### config.mk
export PLATFORM = sky130hd
export DESIGN_NAME = ps2_mouse_packet_cursor_tracker
export DESIGN_NICKNAME = d
export VERILOG_FILES = /design/src/rtl/core/ps2mct_pkg.sv /design/src/rtl/core/ps2_mouse_packet_cursor_tracker.sv /design/src/rtl/core/ps2mct_assembler.sv /design/src/rtl/core/ps2mct_tracker.sv
export SDC_FILE = /design/constraint.sdc
export NUM_CORES = 1
export LEC_CHECK = 0
export BUFFER_PORTS_ARGS = -buffer_cell sky130_fd_sc_hd__buf_2
export CORE_MARGIN = 2
export CORE_UTILIZATION = 35
export DETAILED_ROUTE_END_ITERATION = 7
export GPL_TIMING_DRIVEN = 0
export PLACE_DENSITY_LB_ADDON = 0.15
export SLEW_MARGIN = 15
export SYNTH_ARGS = -nofsm -noshare
export SYNTH_HDL_FRONTEND = slang
export SYNTH_SLANG_ARGS = --single-unit
### constraint.sdc
create_clock -name clk -period 7.11 [get_ports clk]
set_clock_uncertainty 0.15 [all_clocks]
set_input_delay 1.422 -clock clk [delete_from_list [all_inputs] [get_ports clk]]
set_output_delay 1.422 -clock clk [all_outputs]
set_load 0.01 [all_outputs]
### src/rtl/core/ps2mct_pkg.sv
// Package: shared types and constants for the PS/2 mouse cursor tracker.
`timescale 1ns / 1ps
package ps2mct_pkg;

    localparam int SCREEN_WIDTH  = 320;
    localparam int SCREEN_HEIGHT = 200;

    localparam int POS_X_W = (SCREEN_WIDTH  > 2) ? $clog2(SCREEN_WIDTH)  : 1;
    localparam int POS_Y_W = (SCREEN_HEIGHT > 2) ? $clog2(SCREEN_HEIGHT) : 1;
    localparam int SUM_X_W = POS_X_W + 9;
    localparam int SUM_Y_W = POS_Y_W + 9;

    localparam int DATA_W     = 8;
    localparam int OUT_DATA_W = 136;
    localparam int CFG_IDX_W  = 1;

    localparam logic [CFG_IDX_W-1:0] REG_REPORTING = 1'b0;
    localparam logic [CFG_IDX_W-1:0] REG_WHEEL     = 1'b1;

    localparam int          SYNC_BIT    = 3;
    localparam logic [7:0]  OVF_MASK    = 8'hC0;
    localparam logic [1:0]  POS_FIRST   = 2'd0;
    localparam logic [1:0]  POS_THIRD   = 2'd2;
    localparam logic [1:0]  POS_FOURTH  = 2'd3;

    typedef struct packed {
        logic       done;
        logic [7:0] first;
        logic [7:0] move_x;
        logic [7:0] move_y;
        logic [3:0] wheel;
    } packet_t;

    typedef struct packed {
        logic [31:0]        packet_count;
        logic [31:0]        wheel_events;
        logic [31:0]        wheel_total;
        logic signed [8:0]  delta_y;
        logic signed [7:0]  delta_x;
        logic [2:0]         button_bits;
        logic [7:0]         cursor_y;
        logic [8:0]         cursor_x;
    } result_t;

endpackage

### src/rtl/core/ps2_mouse_packet_cursor_tracker.sv
// Top level: PS/2 mouse packet decoder with cursor tracking.
//
// Usage:
//   s_tdata carries one raw mouse byte per word. Bytes are gathered into
//   3-byte packets, or 4-byte packets when the wheel register is set; a
//   first byte without its sync bit is dropped, and all bytes are dropped
//   while reporting is disabled. Each completed packet yields one word on
//   m_tdata with cursor, buttons, deltas and running wheel/packet counts.
//   Configuration is written through cfg_we/cfg_index/cfg_data while idle.
// Flow: an accepted byte waits in the input register, where it is decoded;
//   a byte that finishes a packet then loads its result word and m_tvalid.
// Throughput: one byte per cycle, set by the single decode stage between the
//   input register and the result register, unless a finished packet waits.
// Reset: counters and wheel total clear, cursor goes to mid-screen,
//   registers clear (reporting off, 3-byte packets).
// Stall: when m_tready is low the result word holds; bytes that do not
//   finish a packet keep flowing, and s_tready drops only once the input
//   register holds a byte that finishes another packet, until the word leaves.
`timescale 1ns / 1ps
module ps2_mouse_packet_cursor_tracker
(
    input  logic                                clk,
    input  logic                                rst_n,
    input  logic                                s_tvalid,
    output logic                                s_tready,
    input  logic [ps2mct_pkg::DATA_W-1:0]       s_tdata,    // data_byte
    output logic                                m_tvalid,
    input  logic                                m_tready,
    // cursor_x, cursor_y, button_bits, delta_x, delta_y, wheel_total,
    // wheel_events, packet_count, zero pad
    output logic [ps2mct_pkg::OUT_DATA_W-1:0]   m_tdata,
    input  logic                                cfg_we,
    input  logic [ps2mct_pkg::CFG_IDX_W-1:0]    cfg_index,
    input  logic                                cfg_data
);
    import ps2mct_pkg::*;

    logic       reporting_reg;
    logic       wheel_mode_reg;
    logic       in_valid_reg;
    logic [7:0] in_byte_reg;
    logic       out_valid_reg;
    result_t    out_data_reg;
    packet_t    packet;
    result_t    result;
    logic       out_free;
    logic       stage_go;
    logic       fire;

    assign out_free = !out_valid_reg || m_tready;
    assign stage_go = !packet.done || out_free;
    assign fire     = in_valid_reg && stage_go;
    assign s_tready = !in_valid_reg || stage_go;
    assign m_tvalid = out_valid_reg;
    assign m_tdata  = {3'b000, out_data_reg};

    always_ff @(posedge clk or negedge rst_n)
    begin
        if (!rst_n)
        begin
            reporting_reg  <= 1'b0;
            wheel_mode_reg <= 1'b0;
        end
        else if (cfg_we)
        begin
            case (cfg_index)
                REG_REPORTING: reporting_reg  <= cfg_data;
                REG_WHEEL:     wheel_mode_reg <= cfg_data;
                default:       ;
            endcase
        end
    end

    always_ff @(posedge clk or negedge rst_n)
    begin
        if (!rst_n)
        begin
            in_valid_reg  <= 1'b0;
            out_valid_reg <= 1'b0;
        end
        else
        begin
            if (s_tvalid && s_tready)
                in_valid_reg <= 1'b1;
            else if (fire)
                in_valid_reg <= 1'b0;

            if (fire && packet.done)
                out_valid_reg <= 1'b1;
            else if (m_tready)
                out_valid_reg <= 1'b0;
        end
    end

    always_ff @(posedge clk)
    begin
        if (s_tvalid && s_tready)
            in_byte_reg <= s_tdata;
        if (fire && packet.done)
            out_data_reg <= result;
    end

    ps2mct_assembler u_assembler
    (
        .clk               (clk),
        .rst_n             (rst_n),
        .fire              (fire),
        .data_byte         (in_byte_reg),
        .reporting_enabled (reporting_reg),
        .wheel_packets     (wheel_mode_reg),
        .packet            (packet)
    );

    ps2mct_tracker u_tracker
    (
        .clk    (clk),
        .rst_n  (rst_n),
        .fire   (fire),
        .packet (packet),
        .result (result)
    );

endmodule

### src/rtl/core/ps2mct_assembler.sv
// Packet assembler: sync check, byte gathering and packet completion.
`timescale 1ns / 1ps
module ps2mct_assembler
(
    input  logic                    clk,
    input  logic                    rst_n,
    input  logic                    fire,
    input  logic [7:0]              data_byte,
    input  logic                    reporting_enabled,
    input  logic                    wheel_packets,
    output ps2mct_pkg::packet_t     packet
);
    import ps2mct_pkg::*;

    logic [1:0] pos_reg;
    logic [1:0] pos_next;
    logic [7:0] held_reg [3];
    logic       take;
    logic       complete;

    always_comb
    begin
        take     = reporting_enabled && !(pos_reg == POS_FIRST && !data_byte[SYNC_BIT]);
        complete = wheel_packets ? (pos_reg == POS_FOURTH) : (pos_reg >= POS_THIRD);
        pos_next = pos_reg;
        if (take)
        begin
            pos_next = complete ? POS_FIRST : pos_reg + 2'd1;
        end
    end

    always_comb
    begin
        packet.done   = take && complete;
        packet.first  = held_reg[0];
        packet.move_x = held_reg[1];
        packet.move_y = (pos_reg == POS_THIRD) ? data_byte : held_reg[2];
        packet.wheel  = wheel_packets ? data_byte[3:0] : 4'd0;
    end

    always_ff @(posedge clk or negedge rst_n)
    begin
        if (!rst_n)
        begin
            pos_reg <= POS_FIRST;
        end
        else if (fire)
        begin
            pos_reg <= pos_next;
        end
    end

    always_ff @(posedge clk)
    begin
        if (fire && take && !complete)
        begin
            case (pos_reg)
                2'd0:    held_reg[0] <= data_byte;
                2'd1:    held_reg[1] <= data_byte;
                2'd2:    held_reg[2] <= data_byte;
                default: held_reg[0] <= data_byte;
            endcase
        end
    end

endmodule

### src/rtl/core/ps2mct_tracker.sv
// Tracker: delta decode, cursor clamp and wheel and packet counters.
`timescale 1ns / 1ps
module ps2mct_tracker
(
    input  logic                    clk,
    input  logic                    rst_n,
    input  logic                    fire,
    input  ps2mct_pkg::packet_t     packet,
    output ps2mct_pkg::result_t     result
);
    import ps2mct_pkg::*;

    localparam logic signed [SUM_X_W-1:0] X_MAX = SUM_X_W'(SCREEN_WIDTH - 1);
    localparam logic signed [SUM_Y_W-1:0] Y_MAX = SUM_Y_W'(SCREEN_HEIGHT - 1);

    logic [POS_X_W-1:0]       pos_x_reg;
    logic [POS_X_W-1:0]       pos_x_next;
    logic [POS_Y_W-1:0]       pos_y_reg;
    logic [POS_Y_W-1:0]       pos_y_next;
    logic [31:0]              wheel_sum_reg;
    logic [31:0]              wheel_sum_next;
    logic [31:0]              wheel_cnt_reg;
    logic [31:0]              wheel_cnt_next;
    logic [31:0]              packet_cnt_reg;
    logic [31:0]              packet_cnt_next;
    logic signed [7:0]        dx;
    logic signed [7:0]        dy;
    logic signed [SUM_X_W-1:0] sum_x;
    logic signed [SUM_Y_W-1:0] sum_y;
    logic                     wheel_hit;

    always_comb
    begin
        if ((packet.first & OVF_MASK) != 8'd0)
        begin
            dx = 8'sd0;
            dy = 8'sd0;
        end
        else
        begin
            dx = signed'(packet.move_x);
            dy = signed'(packet.move_y);
        end

        sum_x = signed'({{9{1'b0}}, pos_x_reg}) + SUM_X_W'(dx);
        sum_y = signed'({{9{1'b0}}, pos_y_reg}) - SUM_Y_W'(dy);

        if (sum_x < 0)
            pos_x_next = '0;
        else if (sum_x > X_MAX)
            pos_x_next = POS_X_W'(SCREEN_WIDTH - 1);
        else
            pos_x_next = sum_x[POS_X_W-1:0];

        if (sum_y < 0)
            pos_y_next = '0;
        else if (sum_y > Y_MAX)
            pos_y_next = POS_Y_W'(SCREEN_HEIGHT - 1);
        else
            pos_y_next = sum_y[POS_Y_W-1:0];

        wheel_hit       = packet.wheel != 4'd0;
        wheel_sum_next  = wheel_hit ? wheel_sum_reg + {{28{packet.wheel[3]}}, packet.wheel}
                                    : wheel_sum_reg;
        wheel_cnt_next  = wheel_hit ? wheel_cnt_reg + 32'd1 : wheel_cnt_reg;
        packet_cnt_next = packet_cnt_reg + 32'd1;
    end

    always_comb
    begin
        result.cursor_x     = 9'(pos_x_next);
        result.cursor_y     = 8'(pos_y_next);
        result.button_bits  = packet.first[2:0];
        result.delta_x      = dx;
        result.delta_y      = -9'(dy);
        result.wheel_total  = wheel_sum_next;
        result.wheel_events = wheel_cnt_next;
        result.packet_count = packet_cnt_next;
    end

    always_ff @(posedge clk or negedge rst_n)
    begin
        if (!rst_n)
        begin
            pos_x_reg      <= POS_X_W'(SCREEN_WIDTH / 2);
            pos_y_reg      <= POS_Y_W'(SCREEN_HEIGHT / 2);
            wheel_sum_reg  <= '0;
            wheel_cnt_reg  <= '0;
            packet_cnt_reg <= '0;
        end
        else if (fire && packet.done)
        begin
            pos_x_reg      <= pos_x_next;
            pos_y_reg      <= pos_y_next;
            wheel_sum_reg  <= wheel_sum_next;
            wheel_cnt_reg  <= wheel_cnt_next;
            packet_cnt_reg <= packet_cnt_next;
        end
    end

endmodule

==> results of run 1 <==
## path summary, 6_finish.rpt
path	from	to
min in group asynchronous	rst_n	u_tracker.wheel_cnt_reg[12]
hold reg to reg	u_assembler.held_reg[0][1]	m_tdata[18]
setup reg to reg	in_byte_reg[3]	m_tdata[68]
setup / recovery	in_byte_reg[3]	m_tdata[68]
hold / removal	u_assembler.held_reg[0][1]	m_tdata[18]
max in group asynchronous	rst_n	u_tracker.pos_y_reg[2]
## stage by stage
| step | std cells | util |
|---|---|---|
| 2_1_floorplan | 1243 | - |
| 3_3_place_gp | 1917 | 0.389 |
| 3_5_place_dp | 1922 | 0.392 |
| 4_1_cts | 1986 | 0.422 |
| 5_1_grt | 1986 | 0.422 |
| 6_report | 1986 | 0.422 |
## area by class of cell
cell class	instances	area (µm²)
Timing Repair Buffer	154	863
Sequential cell	281	7850
Tap cell	525	657
Inverter	36	135
Clock buffer	48	966
Multi-Input combinational cell	879	5830
Clock inverter	16	225
Fill cell	3833	22900
Buffer	47	209
## kinds of logic (layout without fill, tap and decap cells)
logic type | Yosys count | count (layout) | share of synthesized area
AOI/OAI and AO/OA | 204 | 204 | 0.0943
xor gates and xnor gates | 173 | 173 | 0.108
adders and majority gates | 61 | 61 | 0.0561
buffers and inverters | 83 | 301 | 0.0245
DFF | 281 | 281 | 0.560
muxes | 22 | 22 | 0.0174
other | 1 | 3 | 0.000268
and+or+nand+nor | 416 | 416 | 0.139
## cell usage after synthesis (3+ instances only)
library cell | count | area [µm²]
nor2_2 | 3 | 18.8
a31oi_1 | 8 | 50.1
nor2_1 | 70 | 263
o21a_1 | 13 | 97.6
or2_2 | 3 | 18.8
o211ai_1 | 4 | 30.0
ha_1 | 58 | 726
mux2i_1 | 6 | 60.1
o21bai_1 | 5 | 37.5
inv_1 | 35 | 131
o2111ai_1 | 3 | 26.3
a21oi_1 | 42 | 210
a22o_1 | 3 | 26.3
dfstp_2 | 5 | 131
and3_1 | 19 | 119
mux2_2 | 14 | 158
nor2b_1 | 11 | 68.8
o31ai_1 | 3 | 22.5
a21oi_2 | 3 | 26.3
a211oi_1 | 6 | 45.0
buf_2 | 6 | 30.0
nand3_1 | 42 | 210
clkbuf_1 | 30 | 113
fa_1 | 3 | 60.1
xor2_1 | 66 | 578
buf_1 | 4 | 15.0
o21ai_1 | 23 | 115
a311oi_1 | 5 | 43.8
nand4_1 | 16 | 100
nor3_2 | 3 | 30.0
nand2_1 | 184 | 691
nor3_1 | 19 | 95.1
nand2b_1 | 5 | 31.3
a21o_1 | 20 | 150
buf_4 | 6 | 45.0
and2_1 | 16 | 100
or3_1 | 6 | 37.5
xnor2_1 | 107 | 937
dfrtp_1 | 114 | 2850
o21ai_0 | 45 | 225
edfxtp_1 | 162 | 4860
## worst max-delay path, stage by stage, from the launching register on
cell	delay, ns
edfxtp_1	0.52
nand2_1	0.17
inv_1	0.82
ha_1	0.45
a21oi_1	0.22
o21ai_1	0.13
a311oi_1	0.40
o2bb2ai_1	0.22
o31ai_4	0.15
a211oi_1	0.34
nor3_1	0.11
or3_1	0.37
xnor2_1	0.17
## report_power, final
| group | leakage (nW) | total [mW] | switching [mW] | internal [mW] |
|---|---|---|---|---|
| registers | 2.96 | 2.19 | 0.140 | 2.05 |
| logic | 3.33 | 1.53 | 0.929 | 0.604 |
| clock network | 0.574 | 1.83 | 0.693 | 1.14 |
| total | 6.86 | 5.55 | 1.76 | 3.79 |
## per-layer routing
metal | vias up | track usage | routed length (µm)
li1 | 4767 | - | -
met1 | 4470 | 0.218 | 15400
met2 | 166 | 0.244 | 14600
met3 | 39 | 0.0273 | 1460
met4 | 0 | 0.0481 | 536
met5 | - | 0 | 0
==> out/metrics.csv, run 1 <==
stage,metric,value,unit
global_route,grt_usage,0.155,
critical_path,end_kind,flip-flop,
sta,finalSetupViolCount,0,
drt,vias,9442,
logic_synthesis,seq_area_frac_synth,0.560,
run,max_cap_viol_count,0,
critical_path,critPathMaxFanout,28,
logic_synthesis,postSynth.asyncResetShare,0.423,
sta,final.setup.worst_slack,2.59,ns
logic_synthesis,synth_edf_count,162,
critical_path,rrSetupSlack,2.59,ns
sta,hold_slack,0.270,ns
power_and_ir_drop,p_per_area,332,nW/µm²
logic_synthesis,synthCells,1241,
placed_design,place_area,15500,µm²
cts,cts_tree,yes,
drt,dr.pass1.iters,5,
sta,timing.final.crit_period,4.52,ns
drt,drt_iter0_drc,403,
global_route,grt_antenna_before_repair,0,
cts,cts_resized,0,
sta,hold_viol,0,
logic_synthesis,post_synth_num_cell_types,79,
logic_synthesis,yosys_warnings,0,
power_and_ir_drop,leakage,6.86,nW
floorplanning,pin_count,153,
finish,layout_common_cells,"nand2_1, edfxtp_1, buf_2",
finish,final_net_count,1510,
critical_path,cp.required,7.22,ns
critical_path,worstPathArrival,4.63,ns
placed_design,pre_cts_ws,2.61,ns
cts,htreeDepth,2,
sta,tightest_slew,1.10,ns
critical_path,setup.worst_path.class,flip-flop to flip-flop,
finish,largest_reg_flops,133,
cts,clk_latency,0.53,ns
cts,clk_pin_slew,0.06,ns
finish,area_delta_synth_final,19.4,%
logic_synthesis,ys_ff_latch,281,
placed_design,io_buffers,149,
finish,drive_gt1_frac,0.182,
sta,tns,0,ns
cts,postCtsHoldBufs,0,
drt,drt-total-wl,31900,µm
hold_path,holdPathStages,0,
placed_design,dp_hpwl,22400,µm
logic_synthesis,synth_area,14000,µm²
sta,max_slew_margin,0.267,
power_and_ir_drop,peakVddDrop,0.000180,V
global_route,grt_overflow_total,0,
sta,maxSlewViolCount,0,
drt,via_per_inst,4.75,
global_route,grt_first_pass_wirelength,50500,µm
sta,finalCritPeriodShare,0.636,
floorplanning,start_util,0.354,
finish,diodes,0,
cts,cts_made_buffers,35,
sta,clock.fmax,221,MHz
critical_path,reg2reg_depth,12,
power_and_ir_drop,p_total,5.55,mW
floorplanning,die_x,204,µm
floorplanning,fp.dieH,204,µm
global_route,grt_max_degree,64,
cts,numClockSinks,281,
sta,rsz0062_at_grt,no,
logic_synthesis,ys.flop_type,edfxtp_1,
cts,root_buffer,clkbuf_16,
hold_path,hold_class,flip-flop to flip-flop,
run_status,status,"finished, final reports clean",
critical_path,cp-start-kind,flip-flop,
drt,wl_per_cell,16.1,µm
cts,post_cts_buffers,0,
logic_synthesis,syn_area_per_cell,11.3,µm²
drt,drtAntennaViolNets,0,
drt,drc,0,
finish,fin_area,16700,µm²
floorplanning,core.rowCount,73,
floorplanning,core,39600,µm²
placed_design,gp_congestion,0.798,
global_route,first_global_vias,9300,
floorplanning,die_area,41700,µm²
finish,mostFrequentLayoutCell,nand2_1,
cts,clockBufferDepth,3,
No activity file was read; power rests on OpenSTA's default activity.
==> run 2, diff against run 1 <==
- clock period: 7.11 -> 3.7 ns (I/O delays scaled with it)
==> run 2 against run 1 <==
Design area up 1.8%. Power up 95%. Critical path type unchanged. Routed wire length up 3.4%. Register-to-register slack worse by 2.4 ns. Highest routed layer unchanged. Critical path depth up 6.
==> out/metrics.csv, run 2 (synthesized netlist as in run 1, its figures left out) <==
stage,metric,value,unit
finish,area_delta_synth_final,21.5,%
power_and_ir_drop,p_sw,3.53,mW
run,max_cap_viol_count,0,
drt,drc,0,
drt,via_per_inst,4.79,
sta,timing.final.crit_period,3.56,ns
cts,cts_made_buffers,34,
sta,maxSlewViolCount,0,
global_route,met2_usage,0.252,
global_route,gr-usage-met3,0.0338,
hold_path,hold_class,primary input to flip-flop,
power_and_ir_drop,clock_power_share,0.302,
placed_design,place_area,15500,µm²
drt,drtAntennaViolNets,0,
sta,tns,0,ns
floorplanning,start_util,0.354,
floorplanning,pin_count,153,
power_and_ir_drop,p_per_area,635,nW/µm²
cts,clockBufferDepth,3,
floorplanning,core.rowCount,73,
sta,max_slew_margin,0.456,
cts,cts_tree,yes,
drt,drt-total-wl,33000,µm
finish,layout_common_cells,"nand2_1, edfxtp_1, buf_2",
power_and_ir_drop,switching_share,0.327,
finish,diodes,0,
cts,root_buffer,clkbuf_16,
finish,final_util,0.430,
floorplanning,fp.dieH,204,µm
critical_path,worstPathArrival,3.82,ns
critical_path,max_stage_delay,0.43,ns
power_and_ir_drop,peakVddDrop,0.000378,V
finish,largest_reg_flops,133,
cts,clk_latency,0.53,ns
cts,clk_pin_slew,0.06,ns
floorplanning,die_x,204,µm
finish,drive_gt1_frac,0.224,
power_and_ir_drop,seqPwrFrac,0.388,
critical_path,setup.worst_path.class,flip-flop to flip-flop,
floorplanning,core,39600,µm²
drt,drt_iter0_drc,366,
critical_path,critPathMaxFanout,5,
placed_design,gp_congestion,0.822,
cts,numClockSinks,281,
floorplanning,die_area,41700,µm²
global_route,grt_antenna_before_repair,0,
run_status,status,"finished, final reports clean",
critical_path,worstPathCellList,ha_2 > buf_6 > mux2_2 > nand2_2 > inv_2 > ha_4 > inv_1 > fa_2 > a21o_1 > a21oi_2 > o21bai_1 > a21oi_2 > o21ai_2 > xnor2_2 > o31a_1 > buf_6 > a21oi_1 > mux2_2,
drt,vias,9596,
finish,final_net_count,1529,
sta,finalSetupViolCount,0,
power_and_ir_drop,leakage,6.96,nW
critical_path,cp-start-kind,flip-flop,
finish,fill_cells,3817,
sta,hold_viol,0,
sta,clock.fmax,281,MHz
placed_design,dp_hpwl,22300,µm
critical_path,end_kind,flip-flop,
global_route,grtUsageMet1,0.223,
power_and_ir_drop,p_comb_frac,0.310,
global_route,gr-max-usage-layer,met2,
sta,hold_slack,0.233,ns
global_route,grt_first_pass_wirelength,52200,µm
critical_path,slowest_stage,dfrtp_2,
sta,tightest_slew,0.817,ns
drt,dr.pass1.iters,5,
global_route,first_global_vias,9509,
drt,wl_per_cell,16.5,µm
finish,mostFrequentLayoutCell,nand2_1,
global_route,grt_overflow_total,0,
finish,fin_area,17000,µm²
sta,finalCritPeriodShare,0.962,
global_route,grt_usage,0.161,
global_route,grt_max_degree,72,
placed_design,io_buffers,149,
power_and_ir_drop,p_int,7.29,mW
cts,htreeDepth,2,
critical_path,cp.required,3.96,ns
==> run 2: cell count changes in the layout (fill, tap and decap cells not counted), sizes merged <==
cell         previous run  this run
buf                   170       188
clkinvlp                1         4
bufbuf                  0         1
clkinv                  9        14
clkbuf                 79        71
inv                    37        36
bufinv                  5         3
dlygate4sd3             0         1
==> run 2: what timing repair did <==
action,in CTS,in global routing
hold endpoints to repair,28,0
pin swaps,5,17
setup buffers,14,7
cloned,2,1
hold buffers,1,0
gates resized for setup,28,32
endpoints found under the setup margin,212,100
==> run 2: worst paths after layout <==
path,from,endpoint,slack [ns],depth (start not counted)
max,u_assembler.pos_reg[1],u_tracker.pos_y_reg[1],0.14,18
min,s_tdata[5],in_byte_reg[5],0.23,1
max in group asynchronous,rst_n,u_tracker.pos_y_reg[5],2.04,3
min in group asynchronous,rst_n,u_tracker.wheel_cnt_reg[12],0.58,2
max reg2reg,u_assembler.pos_reg[1],u_tracker.pos_y_reg[1],0.14,18
min reg2reg,u_assembler.held_reg[0][0],m_tdata[17],0.27,0
==> run 2: cell type report <==
cell class | instances | area, µm² | area share
clock inverter | 20 | 174 | 0.0102
timing repair inverter | 1 | 7.51 | 0.000441
tap | 525 | 657 | 0.0386
sequential | 281 | 7850 | 0.461
timing repair buffer | 175 | 1020 | 0.0600
buffer | 45 | 238 | 0.0140
inverter | 36 | 139 | 0.00816
multi-input combinational | 879 | 6030 | 0.354
clock buffer | 41 | 908 | 0.0533
==> run 2: metrics by stage <==
step / instances / setup slack (ns) / power [mW]
after floorplan: 1243 / 0.133 / 6.38
after global placement: 1917 / -0.950 / 7.18
after detailed placement: 1919 / -0.773 / 7.22
after CTS: 1997 / -0.0143 / 10.8
after global routing: 2003 / -0.101 / 11.5
final: 2003 / 0.142 / 10.8
==> run 2: power groups by stage <==
stage | clock network [mW] | registers [mW] | logic, mW
detailed placement | 0 | 4.27 | 2.96
floorplan | 0 | 4.28 | 2.10
finish | 3.27 | 4.20 | 3.35
CTS | 3.39 | 4.20 | 3.20
global route | 3.52 | 4.26 | 3.75
global placement | 0 | 4.27 | 2.92
==> run 2: worst max-delay path: cells and delay by family, from the launching register on <==
family	cells	cell delay, ns
mux	2	0.48
fa+ha+maj	3	0.67
buf+inv	4	0.40
xor+xnor	1	0.20
compound gates	7	1.03
flops	1	0.43
simple gates	1	0.07
==> run 2: layer usage <==
metal	vias up	wire length, µm
met4	0	682
met1	4589	15800
met2	172	15100
met3	45	1470
met5	-	0
li1	4790	-
